## src/sv/betp_pkg.sv

```systemverilog
// ----------------------------------------------------------------------------
// betp_pkg
// Types, constants and the per-pass clearing test of the edge thinning core.
// ----------------------------------------------------------------------------
package betp_pkg;

  localparam int MAX_W      = 2048;
  localparam int MAX_H      = 2048;
  localparam int DIM_W      = 12;
  localparam int COL_W      = $clog2(MAX_W);
  localparam int ROW_W      = $clog2(MAX_H);
  localparam int PEND_W     = DIM_W + 1;
  localparam int NUM_PASSES = 7;
  localparam int PASS_ID_W  = 3;
  localparam int CFG_IDX_W  = 2;
  localparam int SLOTS      = 4;

  localparam logic [DIM_W-1:0] RST_WIDTH  = 12'd640;
  localparam logic [DIM_W-1:0] RST_HEIGHT = 12'd480;

  localparam logic [CFG_IDX_W-1:0] CFG_WIDTH  = 2'd0;
  localparam logic [CFG_IDX_W-1:0] CFG_HEIGHT = 2'd1;

  localparam logic PIX_BEAT   = 1'b0;
  localparam logic FLUSH_BEAT = 1'b1;

  typedef struct packed {
    logic op;
    logic pixel_in;
  } in_item_t;

  typedef struct packed {
    logic pixel_out;
    logic last_of_frame;
  } out_item_t;

  // One beat moving between passes: v marks a beat, has marks a pixel.
  typedef struct packed {
    logic v;
    logic has;
    logic px;
    logic last;
  } tok_t;

  typedef struct packed {
    logic [DIM_W-1:0] w;
    logic [DIM_W-1:0] h;
  } dims_t;

  // win bit 3*row+col, rows top to bottom, columns left to right.
  function automatic logic pass_test(input logic [PASS_ID_W-1:0] k,
                                     input logic [8:0] win);
    logic [3:0] n8;
    logic [2:0] dg;
    logic       res;
    n8 = 4'd0;
    for (int i = 0; i < 9; i++) begin
      if (i != 4) n8 = n8 + {3'd0, win[i]};
    end
    dg = {2'd0, win[0]} + {2'd0, win[2]} + {2'd0, win[6]} + {2'd0, win[8]};
    case (k)
      3'd0:    res = win[3] & win[7] & ~win[2];
      3'd1:    res = win[5] & win[7] & ~win[0];
      3'd2:    res = win[1] & win[3] & ~win[8];
      3'd3:    res = win[1] & win[5] & ~win[6];
      3'd4:    res = (n8 == 4'd3);
      3'd5:    res = (n8 >= 4'd5);
      default: res = (n8 >= 4'd4) && (dg != 3'd4);
    endcase
    return res;
  endfunction

endpackage

```

## src/sv/betp_out_buf.sv

```systemverilog
// ----------------------------------------------------------------------------
// betp_out_buf
// Two-entry result buffer between the pass chain and the output channel.
// ----------------------------------------------------------------------------
module betp_out_buf (
  input  logic                clk,
  input  logic                rst_n,
  input  logic                push,
  input  betp_pkg::out_item_t push_data,
  output logic                full,
  output logic                out_valid,
  input  logic                out_ready,
  output betp_pkg::out_item_t out_data
);

  betp_pkg::out_item_t q_r [2];
  logic       rd_r, rd_nxt, wr_r, wr_nxt;
  logic [1:0] cnt_r, cnt_nxt;
  logic       pop;

  assign pop       = out_valid & out_ready;
  assign full      = (cnt_r == 2'd2);
  assign out_valid = (cnt_r != 2'd0);
  assign out_data  = q_r[rd_r];

  always_comb begin
    rd_nxt  = pop ? ~rd_r : rd_r;
    wr_nxt  = push ? ~wr_r : wr_r;
    cnt_nxt = cnt_r + {1'b0, push} - {1'b0, pop};
  end

  always_ff @(posedge clk) begin
    if (!rst_n) begin
      rd_r  <= 1'b0;
      wr_r  <= 1'b0;
      cnt_r <= 2'd0;
    end else begin
      rd_r  <= rd_nxt;
      wr_r  <= wr_nxt;
      cnt_r <= cnt_nxt;
    end
  end

  always_ff @(posedge clk) begin
    if (push) q_r[wr_r] <= push_data;
  end

endmodule

```

## config.mk

```make
export PLATFORM = sky130hd
export DESIGN_NAME = betp_out_buf
export DESIGN_NICKNAME = d
export VERILOG_FILES = /design/src/sv/betp_pkg.sv /design/src/sv/betp_out_buf.sv
export SDC_FILE = /design/constraint.sdc
export NUM_CORES = 1
export LEC_CHECK = 0
export BUFFER_PORTS_ARGS = -buffer_cell sky130_fd_sc_hd__buf_2
export CORE_AREA = 2 2 39 41
export CTS_BUF_LIST = sky130_fd_sc_hd__clkbuf_16
export DETAILED_ROUTE_END_ITERATION = 6
export DIE_AREA = 0 0 41 43
export PLACE_DENSITY_LB_ADDON = 0.08
export SYNTH_ARGS = -nofsm -noshare
export SYNTH_HDL_FRONTEND = slang
export SYNTH_SLANG_ARGS = --single-unit
export TNS_END_PERCENT = 1
```

## constraint.sdc

```tcl
create_clock -name clk -period 2.05 [get_ports clk]
set_clock_uncertainty 0.05 [all_clocks]
set_input_delay 0.205 -clock clk [delete_from_list [all_inputs] [get_ports clk]]
set_output_delay 0.205 -clock clk [all_outputs]
set_load 0.05 [all_outputs]
```

# After elaboration in Yosys (flattened, before gate mapping)
# Memories as Yosys holds them, arrays and structs flattened. A register that Yosys moved wholly into a read port is not among the register bits.
# Index checks and enable logic that the tools add are counted.
dict set report word_totals {
  register_bits 4
  mem_bits_rw 4
  inputBits 6
  out_inout_bits 4
  word_cells 15
  mem_count 1
}
# name words width read_ports rd_clocked_by_memory_dff wr line_no
set memory_table {}
lappend memory_table {q_r 2 2 1 1 1 betp_out_buf.sv:16} ;# betp_pkg::out_item_t q_r [2];
dict set report op_classes {
  add_sub_neg 2
  n_eq_ne 1
  mux 4
  bitwise 3
  n_reduce_logical 1
}
# operator count
set ops {}
lappend ops {{$mux 1} 4}
lappend ops {{$add 2x1->2} 1}
lappend ops {{$eq 2x2->1 const B} 1}
lappend ops {{$not 1->1} 2}
lappend ops {{$reduce_bool 2->1} 1}
lappend ops {{$sub 2x1->2} 1}
lappend ops {{$and 1x1->1} 1}

# Logic depth before layout (Yosys ltp)
dict set report depth {
  word_depth 4
  mapped_depth 6
  depth_no_buf 6
}

# Worst setup path before layout
# OpenSTA, ideal clock, no wires.
dict set report synth_timing {
  path_kind {flip-flop to flip-flop}
  startpoint {register cnt_r[1]}
  endpoint {register cnt_r[0]}
  setup_time_ns 0.115
  t_arrival_ns 1.233
  t_required_ns 1.885
  path_slack_ns 0.652
  path_stages_with_launch 6
  synth_period_minus_slack_ns 1.398
  path_cell_list {dfxtp_1 o21a_2 ha_1 inv_1 ha_1 and2_1}
}
dict set report synth_via {
  elab_chain_len 3
}
# item line_no
set synth_rtl {}
lappend synth_rtl {{start: declaration} betp_out_buf.sv:18} ;# logic [1:0] cnt_r, cnt_nxt;
lappend synth_rtl {{start signal: assignment} betp_out_buf.sv:40} ;# cnt_r <= cnt_nxt;
lappend synth_rtl {{$reduce_bool 2->1} betp_out_buf.sv:23} ;# assign out_valid = (cnt_r != 2'd0);
lappend synth_rtl {{$and 1x1->1} betp_out_buf.sv:21} ;# assign pop = out_valid & out_ready;
lappend synth_rtl {{named net pop} betp_out_buf.sv:19} ;# logic pop;
lappend synth_rtl {{$sub 2x1->2} betp_out_buf.sv:29} ;# cnt_nxt = cnt_r + {1'b0, push} - {1'b0, pop};
lappend synth_rtl {{named net cnt_nxt[0]} betp_out_buf.sv:18}
# The timed path passes the listed nets, and every way through them passes these cells.
# A chain may end at the register's enable or synchronous reset.

# Worst setup path after layout
dict set report layout_timing {
  startpoint {register cnt_r[1]}
  endpoint {register cnt_r[1]}
}
dict set report layout_via {
  elab_chain_len 3
  word_cells_on_any_way 4
  cone_classes {add/sub: 2; bitwise: 1; reduce/logical: 1}
}
# item line_no
set layout_rtl {}
lappend layout_rtl {{$reduce_bool 2->1} betp_out_buf.sv:23}
lappend layout_rtl {{$and 1x1->1} betp_out_buf.sv:21}
lappend layout_rtl {{named net pop} betp_out_buf.sv:19}
lappend layout_rtl {{$sub 2x1->2} betp_out_buf.sv:29}
# The timed path passes the listed nets, and every way through them passes these cells.

==> results.toml <==
[detailed_routing]
routedWlPerCell_um = 9.22
route.detailed.drc = 0
viasPerCell = 4.07
ant_nets = 0
first_pass_iters = 2
routed_wl_um = 535
via_count = 236
drt_iter0_drc = 1

[worst_setup_path]
cp-end-kind = "flip-flop"
arrival_ns = 1.59
r2r-start = "cnt_r[1]$_SDFF_PN0_"
rrSetupSlack_ns = 0.58
required_ns = 2.17
r2r_end = "cnt_r[1]$_SDFF_PN0_"
path_max_fanout = 4
critPathKind = "reg -> reg"
start_kind = "flip-flop"
reg2regPathDepth = 6

[floorplan]
die-area_mm2 = 0.00176
start_util_pct = 28.0
core-area_mm2 = 0.00138
dieWidth_um = 41
ioPinCount = 10
rows = 14
die_h_um = 43

[sta]
finalSetupTns_ns = 0
min_period_over_period_pct = 71.8
hold_violations = 0
rsz0062_at_grt = "false"
setup_viol = 0
worstMarginPinSlew_ns = 0.258
slew_viol_final = 0
holdWs_ns = 0.117
period_needed_ns = 1.47
fmax_mhz = 679
slew_headroom_pct = 82.8

[finish]
n_fill_cell = 135
multi_input_area_um2 = 160
areaGrowthSynthToFinish_pct = 37.1
drive_gt1_share_pct = 35.7
fin_cells = 58
fin_nets = 51
post-route-util_pct = 38.4
seqCellArea_um2 = 220
diodes = 0

[min_path]
min_to = "q_r[1][1]$_DFFE_PP_"
holdCritStartpoint = "push_data[1]"
hold_path.class = "in -> reg"
hold_depth = 1

[logic_synthesis]
yosysUniqueCellTypes = 14
synth_warnings = 0
synth_seq_cells = 9
syn-mean-instance-area_um2 = 13.4
yosysSeqAreaShare_pct = 56.8
synthTopCellsByArea = "edfxtp_1 31%, dfxtp_1 26%, ha_1 6.5%"
synth_top_area_cell = "edfxtp_1"
synth_cells = 29
netlist_area_um2 = 388
netlist.area_leader.share_pct = 31.0
synth_nets = 37

[power_and_ir_drop]
pwr-share-comb_pct = 34.4
clockPowerShare_pct = 37.2
p_switching_uw = 284
p_int_uw = 608
total_power_uw = 893
seqPwrFrac_pct = 28.4
ir_drop_uv = 675
power_density_mw_per_mm2 = 1680
swShare_pct = 31.8
p_leak_nw = 0.238

[clocking]
numCtsBuffers = 3
clkTransAtPathRegs_ns = 0.04
postCtsHoldBufs = 0
cts_setup_buffers = 0
clock_sinks = 9
cts-root-buf = "clkbuf_16"
ctsResizeCount = 0
cts_tree = "done"
htree_levels = 1
cts.path.max_buffers = 2
clk_latency_ns = 0.23

[run_status]
status = "completed"

[grt]
grt_use_total_pct = 7.84
antenna_found_initial = 0
grt_pass1_wl_um = 855
grt_max_degree = 6
global_route.overflow_total = 0
grt_pass1_vias = 215

[flow_run]
drv_cap = 0

[place]
gp_routability_congestion = 0.631
dp_cells = 54
portBuffers = 9
==> worst max-delay path by stage <==
stage	cells after the start	start	slack, ns	to
2_1_floorplan	5	cnt_r[1]$_SDFF_PN0_	0.65	cnt_r[0]$_SDFF_PN0_
3_3_place_gp	6	cnt_r[1]$_SDFF_PN0_	0.60	cnt_r[1]$_SDFF_PN0_
3_5_place_dp	6	cnt_r[1]$_SDFF_PN0_	0.58	cnt_r[1]$_SDFF_PN0_
4_1_cts	6	cnt_r[1]$_SDFF_PN0_	0.57	cnt_r[1]$_SDFF_PN0_
5_1_grt	6	cnt_r[1]$_SDFF_PN0_	0.48	cnt_r[1]$_SDFF_PN0_
6_report	6	cnt_r[1]$_SDFF_PN0_	0.58	cnt_r[1]$_SDFF_PN0_
==> stage by stage <==
step	instance area, um2	setup slack (ns)
after global placement	453	0.604
after CTS	532	0.572
final	532	0.578
after detailed placement	453	0.582
after global routing	532	0.481
after floorplan	388	0.652
==> final cells by class <==
type / instances / area share (%)
Timing Repair Buffer: 9 / 8.47
Multi-Input combinational cell: 18 / 30.1
Tap cell: 16 / 3.76
Clock inverter: 1 / 0.706
Inverter: 2 / 1.41
Sequential cell: 9 / 41.4
Clock buffer: 3 / 14.1
==> placed cells by master (no fill, tap or decap) <==
cell type and instances:
buf_2 9, or2_1 1, xnor3_1 1, inv_1 3, ha_1 2, edfxtp_1 4
and2_1 2, clkbuf_16 3, mux2i_1 2, nor2b_1 4, mux2_2 2, o21a_2 1
nand2b_1 1, o21a_1 1, nand2_1 1, dfxtp_1 5
==> cell families after synthesis <==
family / count (synthesis) / synth area share (%)
AO/OA/AOI/OAI: 2 / 4.19
XOR/XNOR: 1 / 5.81
adder cells (fa/ha/maj): 2 / 6.45
buffers and inverters: 2 / 1.94
flip-flops: 9 / 56.8
multiplexers: 4 / 11.0
AND/OR/NAND/NOR: 9 / 13.9
==> worst max-delay path, cell delays in order, from the launching register on <==
cell     delay (ns)
dfxtp_1        0.33
o21a_2         0.25
ha_1           0.27
inv_1          0.05
ha_1           0.15
xnor3_1        0.21
nor2b_1        0.11
==> synthesized netlist by cell type <==
cell,n
mux2i_1,2
or2_1,1
xnor3_1,1
inv_1,2
dfxtp_1,5
mux2_2,2
nor2b_1,4
and2_1,2
nand2_1,1
o21a_1,1
ha_1,2
o21a_2,1
edfxtp_1,4
nand2b_1,1
==> metal layers <==
layer | vias to the layer above | wire [um] | share of wire [%] | GRT usage, %
met1 | 99 | 235 | 44 | 8.42
met4 | 0 | 30 | 5.6 | 10.0
met5 | - | 0 | 0 | 0
met2 | 8 | 231 | 43 | 10.6
met3 | 4 | 38 | 7.1 | 1.57
li1 | 125 | - | - | -
==> power by group through the flow <==
stage	sequential [mW]	clock [mW]	combinational, mW
after global routing	0.259	0.342	0.330
after global placement	0.255	0	0.307
after floorplan	0.250	0	0.259
final	0.254	0.332	0.307
after detailed placement	0.256	0	0.309
after CTS	0.254	0.336	0.310
Power figures use the tool's default switching activity.
